$ cat config.mk
export PLATFORM = sky130hd
export DESIGN_NAME = refcounted_lru_block_cache_tags
export DESIGN_NICKNAME = d
export VERILOG_FILES = /design/src/sv/rlru_pkg.sv /design/src/sv/rlru_entry_ram.sv /design/src/sv/rlru_scan_unit.sv /design/src/sv/refcounted_lru_block_cache_tags.sv
export SDC_FILE = /design/constraint.sdc
export NUM_CORES = 2
export LEC_CHECK = 0
export ABC_AREA = 1
export BUFFER_PORTS_ARGS = -buffer_cell sky130_fd_sc_hd__buf_2
export CORE_ASPECT_RATIO = 1.25
export CORE_MARGIN = 8
export CORE_UTILIZATION = 70
export CTS_BUF_LIST = sky130_fd_sc_hd__clkbuf_2
export CTS_CLUSTER_SIZE = 24
export DETAILED_ROUTE_END_ITERATION = 6
export PLACE_DENSITY = 0.87
export SLEW_MARGIN = 20
export SYNTH_ARGS = -nofsm -noshare
export SYNTH_HDL_FRONTEND = slang
export SYNTH_SLANG_ARGS = --single-unit
$ cat constraint.sdc
create_clock -name clk -period 17.5 [get_ports clk]
set_input_delay 0 -clock clk [delete_from_list [all_inputs] [get_ports clk]]
set_output_delay 0 -clock clk [all_outputs]
set_load 0.02 [all_outputs]
$ cat src/sv/rlru_pkg.sv
// Package: types, codes and defaults of the buffer cache tag manager.
`default_nettype none
package rlru_pkg;

  // Default number of buffer slots
  localparam int SLOT_COUNT_DEF = 32;

  // Command codes
  localparam logic [1:0] CMD_READ    = 2'd0;
  localparam logic [1:0] CMD_RELEASE = 2'd1;
  localparam logic [1:0] CMD_PIN     = 2'd2;
  localparam logic [1:0] CMD_UNPIN   = 2'd3;

  // Status codes
  localparam logic [1:0] ST_OK     = 2'd0;
  localparam logic [1:0] ST_NOFREE = 2'd1;
  localparam logic [1:0] ST_COUNT  = 2'd2;

  // Saturation point of a reference count
  localparam logic [7:0] COUNT_MAX = 8'hFF;

  // One slot's tag, valid mark and reference count
  typedef struct packed {
    logic [7:0]  dev;
    logic [31:0] blk;
    logic        valid;
    logic [7:0]  count;
  } entry_t;

  // What the shared scan unit has found so far
  typedef struct packed {
    logic hit_found;
    logic vic_found;
  } scan_flags_t;

  // Operating mode of the shared scan unit
  typedef enum logic {
    MODE_SEARCH = 1'b0,
    MODE_FRONT  = 1'b1
  } scan_mode_t;

endpackage
`default_nettype wire

$ cat src/sv/rlru_entry_ram.sv
// Slot memory: tags, valid marks, counts and recency ranks, one port each way.
`default_nettype none
module rlru_entry_ram #(
  parameter int SLOT_COUNT = rlru_pkg::SLOT_COUNT_DEF
) (
  input  logic                          clk,
  input  logic                          ent_we,
  input  logic                          rank_we,
  input  logic [$clog2(SLOT_COUNT)-1:0] wr_addr,
  input  rlru_pkg::entry_t              wr_entry,
  input  logic [$clog2(SLOT_COUNT)-1:0] wr_rank,
  input  logic [$clog2(SLOT_COUNT)-1:0] rd_addr,
  output rlru_pkg::entry_t              rd_entry,
  output logic [$clog2(SLOT_COUNT)-1:0] rd_rank
);
  import rlru_pkg::*;

  localparam int IW = $clog2(SLOT_COUNT);

  entry_t        ent_mem  [SLOT_COUNT];
  logic [IW-1:0] rank_mem [SLOT_COUNT];

  // Write one slot
  always_ff @(posedge clk) begin
    if (ent_we) begin
      ent_mem[wr_addr] <= wr_entry;
    end
    if (rank_we) begin
      rank_mem[wr_addr] <= wr_rank;
    end
  end

  // Read one slot, data registered
  always_ff @(posedge clk) begin
    rd_entry <= ent_mem[rd_addr];
    rd_rank  <= rank_mem[rd_addr];
  end

endmodule
`default_nettype wire

$ cat src/sv/rlru_scan_unit.sv
// Shared scan unit: one rank comparator that picks hit and victim, or ages ranks.
`default_nettype none
module rlru_scan_unit #(
  parameter int SLOT_COUNT = rlru_pkg::SLOT_COUNT_DEF
) (
  input  logic                          clk,
  input  logic                          rst,
  input  logic                          start,
  input  logic                          step,
  input  rlru_pkg::scan_mode_t          mode,
  input  logic [$clog2(SLOT_COUNT)-1:0] index,
  input  rlru_pkg::entry_t              entry,
  input  logic [$clog2(SLOT_COUNT)-1:0] rank,
  input  logic [7:0]                    key_dev,
  input  logic [31:0]                   key_blk,
  input  logic [$clog2(SLOT_COUNT)-1:0] front_slot,
  input  logic [$clog2(SLOT_COUNT)-1:0] front_rank,
  output rlru_pkg::scan_flags_t         flags,
  output logic [$clog2(SLOT_COUNT)-1:0] hit_idx,
  output rlru_pkg::entry_t              hit_entry,
  output logic [$clog2(SLOT_COUNT)-1:0] vic_idx,
  output logic [$clog2(SLOT_COUNT)-1:0] new_rank
);
  import rlru_pkg::*;

  localparam int IW = $clog2(SLOT_COUNT);

  logic [IW-1:0] hit_rank;
  logic [IW-1:0] vic_rank;
  logic [IW-1:0] cmp_a;
  logic [IW-1:0] cmp_b;
  logic          cmp_lt;
  logic          match;

  assign match = (entry.dev == key_dev) && (entry.blk == key_blk);

  // Steer the single comparator: hit wants a lower rank, victim a higher one
  always_comb begin
    case (mode)
      MODE_SEARCH: begin
        if (match) begin
          cmp_a = rank;
          cmp_b = hit_rank;
        end else begin
          cmp_a = vic_rank;
          cmp_b = rank;
        end
      end
      MODE_FRONT: begin
        cmp_a = rank;
        cmp_b = front_rank;
      end
      default: begin
        cmp_a = rank;
        cmp_b = front_rank;
      end
    endcase
  end

  assign cmp_lt = cmp_a < cmp_b;

  // Age ranks newer than the released slot; the released slot becomes newest
  assign new_rank = (index == front_slot) ? '0 : (cmp_lt ? rank + IW'(1) : rank);

  // Track the newest matching slot and the oldest free slot
  always_ff @(posedge clk) begin
    if (rst || start) begin
      flags.hit_found <= 1'b0;
      flags.vic_found <= 1'b0;
    end else if (step && mode == MODE_SEARCH) begin
      if (match) begin
        if (!flags.hit_found || cmp_lt) begin
          flags.hit_found <= 1'b1;
          hit_idx         <= index;
          hit_rank        <= rank;
          hit_entry       <= entry;
        end
      end else if (entry.count == 8'd0) begin
        if (!flags.vic_found || cmp_lt) begin
          flags.vic_found <= 1'b1;
          vic_idx         <= index;
          vic_rank        <= rank;
        end
      end
    end
  end

endmodule
`default_nettype wire

$ cat src/sv/refcounted_lru_block_cache_tags.sv
// Top level: sequencer of the reference-counted LRU buffer cache tag manager.
// One item is handled at a time. A read walks every slot once through the slot
// memory's single read port and the shared rank comparator, then goes through
// S_DECIDE to S_PUT. A release that drops a count to zero makes a walk to age
// the ranks in S_FRONT; other release, pin and unpin items pass S_FETCH and
// S_CHECK, and an out-of-range slot goes straight to S_PUT.
// A result waiting on a stalled output holds the sequencer until it is taken.
// After reset a clearing pass writes every slot (tags zero, slot i at rank
// SLOT_COUNT-1-i) while input stays stalled.
`default_nettype none
module refcounted_lru_block_cache_tags #(
  parameter int SLOT_COUNT = rlru_pkg::SLOT_COUNT_DEF
) (
  input  logic        clk,
  input  logic        rst,
  input  logic        in_valid,
  output logic        in_stall,
  input  logic [1:0]  command,
  input  logic [7:0]  device,
  input  logic [31:0] block_number,
  input  logic [4:0]  slot,
  output logic        out_valid,
  input  logic        out_stall,
  output logic [4:0]  slot_out,
  output logic        need_read,
  output logic [1:0]  status
);
  import rlru_pkg::*;

  localparam int            IW        = $clog2(SLOT_COUNT);
  localparam logic [IW-1:0] LAST_IDX  = IW'(SLOT_COUNT - 1);
  localparam logic [IW:0]   IDX_END   = (IW + 1)'(SLOT_COUNT);

  typedef enum logic [7:0] {
    S_CLEAR  = 8'b0000_0001,
    S_IDLE   = 8'b0000_0010,
    S_SCAN   = 8'b0000_0100,
    S_DECIDE = 8'b0000_1000,
    S_FETCH  = 8'b0001_0000,
    S_CHECK  = 8'b0010_0000,
    S_FRONT  = 8'b0100_0000,
    S_PUT    = 8'b1000_0000
  } state_t;

  state_t        state;
  logic [IW:0]   idx;
  logic [1:0]    cmd;
  logic [7:0]    key_dev;
  logic [31:0]   key_blk;
  logic [4:0]    key_slot;
  logic [IW-1:0] front_rank;
  logic [4:0]    res_slot;
  logic          res_nr;
  logic [1:0]    res_status;

  logic [IW-1:0] s_idx;
  logic [IW-1:0] prev_idx;
  logic          ent_we;
  logic          rank_we;
  logic [IW-1:0] wr_addr;
  entry_t        wr_entry;
  logic [IW-1:0] wr_rank;
  logic [IW-1:0] rd_addr;
  entry_t        rd_entry;
  logic [IW-1:0] rd_rank;

  scan_flags_t   flags;
  logic [IW-1:0] hit_idx;
  entry_t        hit_entry;
  logic [IW-1:0] vic_idx;
  logic [IW-1:0] new_rank;
  scan_mode_t    mode;
  logic          step;
  logic          out_free;

  assign s_idx    = IW'(key_slot);
  assign prev_idx = IW'(idx - (IW + 1)'(1));
  assign in_stall = (state != S_IDLE);
  assign out_free = !out_valid || !out_stall;
  assign rd_addr  = (state == S_FETCH) ? s_idx : idx[IW-1:0];
  assign mode     = (state == S_FRONT) ? MODE_FRONT : MODE_SEARCH;
  assign step     = (state == S_SCAN) && (idx != '0);

  rlru_entry_ram #(.SLOT_COUNT(SLOT_COUNT)) u_ram (
    .clk      (clk),
    .ent_we   (ent_we),
    .rank_we  (rank_we),
    .wr_addr  (wr_addr),
    .wr_entry (wr_entry),
    .wr_rank  (wr_rank),
    .rd_addr  (rd_addr),
    .rd_entry (rd_entry),
    .rd_rank  (rd_rank)
  );

  rlru_scan_unit #(.SLOT_COUNT(SLOT_COUNT)) u_scan (
    .clk        (clk),
    .rst        (rst),
    .start      (state == S_IDLE),
    .step       (step),
    .mode       (mode),
    .index      (prev_idx),
    .entry      (rd_entry),
    .rank       (rd_rank),
    .key_dev    (key_dev),
    .key_blk    (key_blk),
    .front_slot (s_idx),
    .front_rank (front_rank),
    .flags      (flags),
    .hit_idx    (hit_idx),
    .hit_entry  (hit_entry),
    .vic_idx    (vic_idx),
    .new_rank   (new_rank)
  );

  // Drive the slot memory write port
  always_comb begin
    ent_we   = 1'b0;
    rank_we  = 1'b0;
    wr_addr  = idx[IW-1:0];
    wr_entry = '0;
    wr_rank  = '0;
    case (state)
      S_CLEAR: begin
        ent_we  = 1'b1;
        rank_we = 1'b1;
        wr_rank = LAST_IDX - idx[IW-1:0];
      end
      S_DECIDE: begin
        if (flags.hit_found) begin
          wr_addr        = hit_idx;
          wr_entry       = hit_entry;
          wr_entry.valid = 1'b1;
          wr_entry.count = hit_entry.count + 8'd1;
          ent_we         = (hit_entry.count != COUNT_MAX);
        end else begin
          wr_addr  = vic_idx;
          wr_entry = '{dev: key_dev, blk: key_blk, valid: 1'b1, count: 8'd1};
          ent_we   = flags.vic_found;
        end
      end
      S_CHECK: begin
        wr_addr  = s_idx;
        wr_entry = rd_entry;
        if (cmd == CMD_PIN) begin
          wr_entry.count = rd_entry.count + 8'd1;
          ent_we         = (rd_entry.count != COUNT_MAX);
        end else begin
          wr_entry.count = rd_entry.count - 8'd1;
          ent_we         = (rd_entry.count != 8'd0);
        end
      end
      S_FRONT: begin
        wr_addr = prev_idx;
        wr_rank = new_rank;
        rank_we = (idx != '0);
      end
      default: begin
        ent_we = 1'b0;
      end
    endcase
  end

  // Sequence one item
  always_ff @(posedge clk) begin
    if (rst) begin
      state <= S_CLEAR;
      idx   <= '0;
    end else begin
      case (state)
        S_CLEAR: begin
          idx <= idx + (IW + 1)'(1);
          if (idx[IW-1:0] == LAST_IDX) begin
            idx   <= '0;
            state <= S_IDLE;
          end
        end
        S_IDLE: begin
          if (in_valid) begin
            cmd      <= command;
            key_dev  <= device;
            key_blk  <= block_number;
            key_slot <= slot;
            idx      <= '0;
            if (command == CMD_READ) begin
              state <= S_SCAN;
            end else if (int'(slot) >= SLOT_COUNT) begin
              res_slot   <= slot;
              res_nr     <= 1'b0;
              res_status <= ST_COUNT;
              state      <= S_PUT;
            end else begin
              state <= S_FETCH;
            end
          end
        end
        S_SCAN: begin
          idx <= idx + (IW + 1)'(1);
          if (idx == IDX_END) begin
            state <= S_DECIDE;
          end
        end
        S_DECIDE: begin
          res_nr <= 1'b0;
          if (flags.hit_found) begin
            res_slot <= 5'(hit_idx);
            if (hit_entry.count == COUNT_MAX) begin
              res_status <= ST_COUNT;
            end else begin
              res_status <= ST_OK;
              res_nr     <= !hit_entry.valid;
            end
          end else if (flags.vic_found) begin
            res_slot   <= 5'(vic_idx);
            res_nr     <= 1'b1;
            res_status <= ST_OK;
          end else begin
            res_slot   <= '0;
            res_status <= ST_NOFREE;
          end
          state <= S_PUT;
        end
        S_FETCH: begin
          state <= S_CHECK;
        end
        S_CHECK: begin
          res_slot <= key_slot;
          res_nr   <= 1'b0;
          state    <= S_PUT;
          if (cmd == CMD_PIN) begin
            res_status <= (rd_entry.count == COUNT_MAX) ? ST_COUNT : ST_OK;
          end else if (rd_entry.count == 8'd0) begin
            res_status <= ST_COUNT;
          end else begin
            res_status <= ST_OK;
            // Last reference dropped by release: move the slot to newest
            if (cmd == CMD_RELEASE && rd_entry.count == 8'd1) begin
              front_rank <= rd_rank;
              idx        <= '0;
              state      <= S_FRONT;
            end
          end
        end
        S_FRONT: begin
          idx <= idx + (IW + 1)'(1);
          if (idx == IDX_END) begin
            state <= S_PUT;
          end
        end
        S_PUT: begin
          if (out_free) begin
            state <= S_IDLE;
          end
        end
        default: begin
          state <= S_CLEAR;
          idx   <= '0;
        end
      endcase
    end
  end

  // Output register: drop when taken, load when the result is ready
  always_ff @(posedge clk) begin
    if (rst) begin
      out_valid <= 1'b0;
    end else begin
      if (out_valid && !out_stall) begin
        out_valid <= 1'b0;
      end
      if (state == S_PUT && out_free) begin
        out_valid <= 1'b1;
        slot_out  <= res_slot;
        need_read <= res_nr;
        status    <= res_status;
      end
    end
  end

endmodule
`default_nettype wire

-- Word level (Yosys, flattened, before mapping)
Memories as Yosys holds them, arrays and structs flattened. A register that Yosys moved wholly into a read port is not among the register bits.
Cells that the tools add are included.
- eq/ne operators: 29
- add/sub/neg operators: 7
- reductions and logical operators: 33
- order comparisons: 1
- bitwise operators: 7
- multiplexer cells: 54
- operators by type and width (operator ; number):
    $pmux 49 s2 ; 1
    $mux 8 ; 9
    $pmux 8 s8 ; 1
    $mux 49 ; 1
    $mux 5 ; 9
    $pmux 5 s2 ; 4
    $eq 32x32->1 ; 1
    $mux 6 ; 5
    $pmux 6 s5 ; 1
    $eq 8x8->1 const B ; 3
    $reduce_and 5->1 ; 4
    $add 8x1->8 const B ; 2
    $eq 8x1->1 const B ; 2
    $ne 8x8->1 const B ; 2
    $pmux 5 s3 ; 1
    $mux 1 ; 13
    $ne 2x2->1 const B ; 6
    $mux 2 ; 5
    $eq 8x2->1 const B ; 1
    $eq 8x3->1 const B ; 1
    $eq 8x4->1 const B ; 1
    $eq 8x5->1 const B ; 1
    $eq 8x6->1 const B ; 1
    $eq 8x7->1 const B ; 1
    other kinds (31) ; 55
- memories: 2
- output and inout bits: 10
- input port bits: 51
- bits in writable memories: 1728
- bits in registers: 154
- word-level logic and storage cells: 157
- memory list (memory ; words ; bits a word ; read ports ; clocked after Yosys merged registers in ; write ports ; RTL line ; source):
    u_ram.ent_mem ; 32 ; 49 ; 1 ; 1 ; 1 ; rlru_entry_ram.sv:20 ; entry_t ent_mem [SLOT_COUNT];
    u_ram.rank_mem ; 32 ; 5 ; 1 ; 1 ; 1 ; rlru_entry_ram.sv:21 ; logic [IW-1:0] rank_mem [SLOT_COUNT];

-- Longest topological paths before layout
- word-level depth: 8
- depth in mapped cells: 21
- depth with buffers taken out: 21

-- Hierarchy
From an unflattened synthesis, not the netlist that was laid out.
- cell total of the unflattened synthesis: 6996
- area, all modules: 80244.5 sq um
- modules (own cells, without submodules) (module ; seq. area each (sq um) ; cells an instance ; instances ; area each (sq um)):
    rlru_entry_ram ; 52970.8 ; 5993 ; 1 ; 71657.5
    refcounted_lru_block_cache_tags ; 2342.2 ; 630 ; 1 ; 5059.9
    rlru_scan_unit ; 2112.0 ; 373 ; 1 ; 3527.1

-- Worst setup path after synthesis
Ideal clock, no wire load.
- kind: register to register
- from: reg key_blk[17]
- to: reg, netlist name u_scan.hit_entry[0]
- path buffers: 0
- required time: 17005 ps
- arrival time: 5408 ps
- path slack: 11597 ps
- cell stages (with the launch flop): 17
- period minus slack after synthesis: 5903 ps
- library setup time: 495 ps
- cell sequence: edfxtp_1 > xnor2_1 > nand2_1 > nor2_1 > inv_1 > nor2_1 > nand3_1 > clkinv_1 > nand2_1 > o211ai_1 > o21ai_0 > ha_1 > a21oi_1 > nor2_1 > a211oi_1 > nand2_1 > a21oi_1
- longest elaborated chain between the ends: 7
- elaborated cells on any way between the ends: 9
- those cells by class: order compare: 1; eq/ne: 1; mux: 4; reduce/logical: 3
- RTL lines (item ; RTL line ; source):
    start, declared ; refcounted_lru_block_cache_tags.sv:49 ; logic [31:0] key_blk;
    start signal, assigned ; refcounted_lru_block_cache_tags.sv:182 ; key_blk <= block_number;
    $eq 32x32->1 * ; rlru_scan_unit.sv:35 ; assign match = (entry.dev == key_dev) && (entry.blk == key_blk);
    $logic_and 1x1->1 * ; rlru_scan_unit.sv:35 ;
    $mux 5 ; rlru_scan_unit.sv:41 ; if (match) begin
    $pmux 5 s2 ; rlru_scan_unit.sv:39 ; case (mode)
    $lt 5x5->1 ; rlru_scan_unit.sv:60 ; assign cmp_lt = cmp_a < cmp_b;
    $logic_or 1x1->1 ; rlru_scan_unit.sv:72 ; if (!flags.hit_found || cmp_lt) begin
    $reduce_and 4->1 (no source line) * ; n/a ;
Mark *: on every way between the ends. The rest lies on a longest branch, timed or not.
A chain may end at the register's enable or synchronous reset.

-- Final worst setup path
- from: reg state[2]
- to: reg, netlist name u_ram.rd_entry[21]
- longest elaborated chain between the ends: 2
- RTL lines (item ; RTL line ; source):
    start, declared ; refcounted_lru_block_cache_tags.sv:45 ; state_t state;
    start signal, assigned ; refcounted_lru_block_cache_tags.sv:167 ; state <= S_CLEAR;
    start signal, assigned ; refcounted_lru_block_cache_tags.sv:175 ; state <= S_IDLE;
    start signal, assigned ; refcounted_lru_block_cache_tags.sv:186 ; state <= S_SCAN;
    $eq 8x5->1 ; refcounted_lru_block_cache_tags.sv:80 ; assign rd_addr = (state == S_FETCH) ? s_idx : idx[IW-1:0];
    $mux 5 ; refcounted_lru_block_cache_tags.sv:80 ;
Every way passes these cells.

==> metrics.md <==
| Metric | Value |
|---|---|
| Status | complete, but fails checks |
| Failing checks | DRC |
| Most frequent cell after synthesis | edfxtp_1 |
| Via Count | 54.9k |
| Maximum vdd ir drop | 0.000135 V |
| Kind of critical path | flop to flop |
| Clk_lat worst skew | 1810 ps |
| Top delay family on crit path | buffers and inverters |
| Worst Setup Start Kind | flop |
| Initial antenna violation count | 6 |
| Top post-synthesis cells by area | edfxtp_1, o211ai_1, o21ai_0 |
| #FFs+latches synth | 1936 |
| Int Pwr | 7.18 mW |
| Post-synth EDFFs | 1865 |
| Hpwl dp | 107000 um |
| # rows | 137 |
| Post-Syn Area per Cell | 13.3 um^2 |
| Total gr overflow | 0 |
| GRT Util Overall | 34.9% |
| Hold Vio Cnt, Final | 0 |
| Most frequent CP cell | nand2_1 |
| WP buf/inv | 5 |
| Tcrit/Tclk final | 35.9% |
| GP Congestion | 0.879 |
| Worst slew pin tran | 1300 ps |
| First-pass GRT wire length | 322000 um |
| Post-Syn Nets | 5919 |
| Max Cap Violations | 0 |
| Most used DFF post-synth | edfxtp_1 |
| Combinational power share | 24.3% |
| Static Leak | 25.1 nW |
| Pwr Density | 128 mW/mm^2 |
| Crit. End Element | flop |
| CTS buffer count | 431 |
| Leading area contributor after synthesis | edfxtp_1 |
| Sink Count | 1936 |
| RSZ-0062 raised after global routing | false |
| Final setup fails | 0 |
| Clock tree buffer depth | 4 |
| TNS Setup | 0 ps |
| Synthesized area | 0.0779 mm^2 |
| Commonest cells post-synth | edfxtp_1, o211ai_1, nor2_1 |
| Largest fanout on the critical path | 211 |
| CTS Root Buffer Type | clkbuf_2 |
| Worst min-delay path class | primary input to flop |
| DRT iter0 DRCs | 9853 |
| Post-CTS Setup Inserts | 0 |
| Initial core utilization | 70.2% |
| Top-area cell type share of the netlist area | 71.9% |
| Hold WS | 161 ps |
| First-pass iteration count of the detailed router | 7 |
| CP max-delay cell | buf_4 |
| Core Area | 0.111 mm^2 |
| Io pins | 61 |
| Clock transition at path regs | 160 ps |
| CTS tree | done |
| ANT nets after route | 0 |
| Wire per inst | 27.2 um |
| Max incr delay on CP | 960 ps |
| Sequential area share after synthesis | 73.7% |
| Overall power | 11.0 mW |
| Routed wire length | 219000 um |
| Rel. slew slack | 13.3% |
| Layout area overhead | 9.69% |
| Chip width | 314 um |
| Vias in the first global route | 54.3k |
| Count of pins over their slew limit | 0 |
| Clock share of power | 25.1% |
| Port Buf Inserts | 60 |
| Worst EP arrival | 7860 ps |
| Crit path cell chain | nor2_2, nand2_1, inv_2, nand2_1, nand2_1, nand2_8, inv_8, buf_12, buf_4, buf_4, o211ai_1, o211ai_1, nand3_1, nand2_1, nand2_1, nand2_1 |
| Sequential Power Share | 50.6% |
| Async S/R FF share, synth | 0% |
| Switching Share | 34.5% |
| Pin count of the biggest net entering global routing | 271 |
| Fmax | 0.159 GHz |
| Psw | 3.78 mW |
| Synth warnings | 0 |
| DIE AREA | 0.122 mm^2 |
| Post-Syn Instances | 5855 |
| Ratio of cells with drive above 1 in the final layout | 19.5% |
| WP data required | 19080 ps |
| Drt drc | 1 |
| Clock skew | 176 ps |
| Period minus WS final | 6280 ps |
| Die Y | 389 um |
| H-tree depth | 5 |
| Drt via density | 6.82 |
| Synth cell types | 43 |
| Nets | 6308 |
flip-flops by register name, indices dropped and copies added, names as in the netlist, 6 cells and up:
name	cells
u_ram.ent_mem	1568
u_ram.rank_mem	160
u_ram.rd_entry	49
u_scan.hit_entry	49
key_blk	32
key_dev	8
state	8
idx	6
power groups by stage:
stage               Clock [mW]  Combinational [mW]  Sequential (mW)
floorplan                    0                1.78             5.59
global placement             0                2.42             5.63
detailed placement           0                2.52             5.65
CTS                       2.75                2.57             5.54
global route              2.99                2.85             5.56
finish                    2.75                2.66             5.55
cell usage in the layout, fill, tap and decap left out, drive strengths merged, types with 71 or more instances in the layout:
cell type	Yosys	routed
buf	176	162
inv	147	150
nor2	623	623
nand3	249	249
o211ai	760	760
dlygate4sd3	0	191
clkbuf	221	640
o21ai	568	568
clkinv	2	122
dfxtp	71	71
edfxtp	1865	1865
nand2	591	591
or2	380	380
what timing repair did:
item / in CTS / in global routing
gates resized for setup: 0 / 0
endpoints found under the setup margin: 0 / 0
hold buffers: 191 / 0
endpoints found under the hold margin: 201 / 0
tightest hold or removal path: stages:
cell,delay (ps)
dlygate4sd3_1,510
dlygate4sd3_1,540
buf_2,130
dlygate4sd3_1,620
worst paths after layout:
check / cells past startpoint / startpoint / end / slack, ps
worst max-delay path: 16 / state[2] / u_ram.rd_entry[21] / 11220
worst min-delay path: 4 / block_number[18] / key_blk[18] / 160
worst max register to register: 16 / state[2] / u_ram.rd_entry[21] / 11220
worst min register to register: 0 / res_status[0] / status[0] / 400
layout make-up:
| cell class | count | area (um^2) |
|---|---|---|
| inverter | 149 | 588 |
| sequential | 1936 | 57400 |
| clock buffer | 640 | 3200 |
| antenna | 8 | 20.0 |
| tap | 1459 | 1830 |
| timing repair buffer | 353 | 3060 |
| fill | 6072 | 25600 |
| multi-input combinational | 3373 | 18700 |
| clock inverter | 128 | 612 |
stage by stage:
step | util [%] | cells | instance area [um^2] | setup WS [ps]
after floorplan | - | 5855 | 77900 | 11600
after global placement | 71.7 | 7078 | 79600 | 11900
after detailed placement | 71.7 | 7078 | 79600 | 11760
after CTS | 76.8 | 8037 | 85300 | 11650
after global routing | 77.0 | 8045 | 85500 | 11030
final | 77.0 | 8046 | 85500 | 11220
kinds of logic (layout without fill, tap and decap cells):
logic type / Yosys count / count (layout) / synth area share (%)
xor gates and xnor gates: 27 / 27 / 0.303
and+or+nand+nor: 1884 / 1884 / 10.8
buffers and inverters: 546 / 1270 / 2.86
DFF: 1936 / 1936 / 73.7
AOI/OAI and AO/OA: 1449 / 1449 / 12.1
adders and majority gates: 13 / 13 / 0.209
other: 0 / 8 / 0
layer usage:
| layer | GRT usage [%] | share of wire [%] | up-vias |
|---|---|---|---|
| met1 | 43.8 | 32 | 25902 |
| met5 | 0.0399 | 0.0059 | - |
| met4 | 22.4 | 7.1 | 2 |
| li1 | - | - | 22906 |
| met3 | 9.19 | 14 | 1079 |
| met2 | 54.2 | 46 | 4966 |
(Power assumes the default switching activity.)
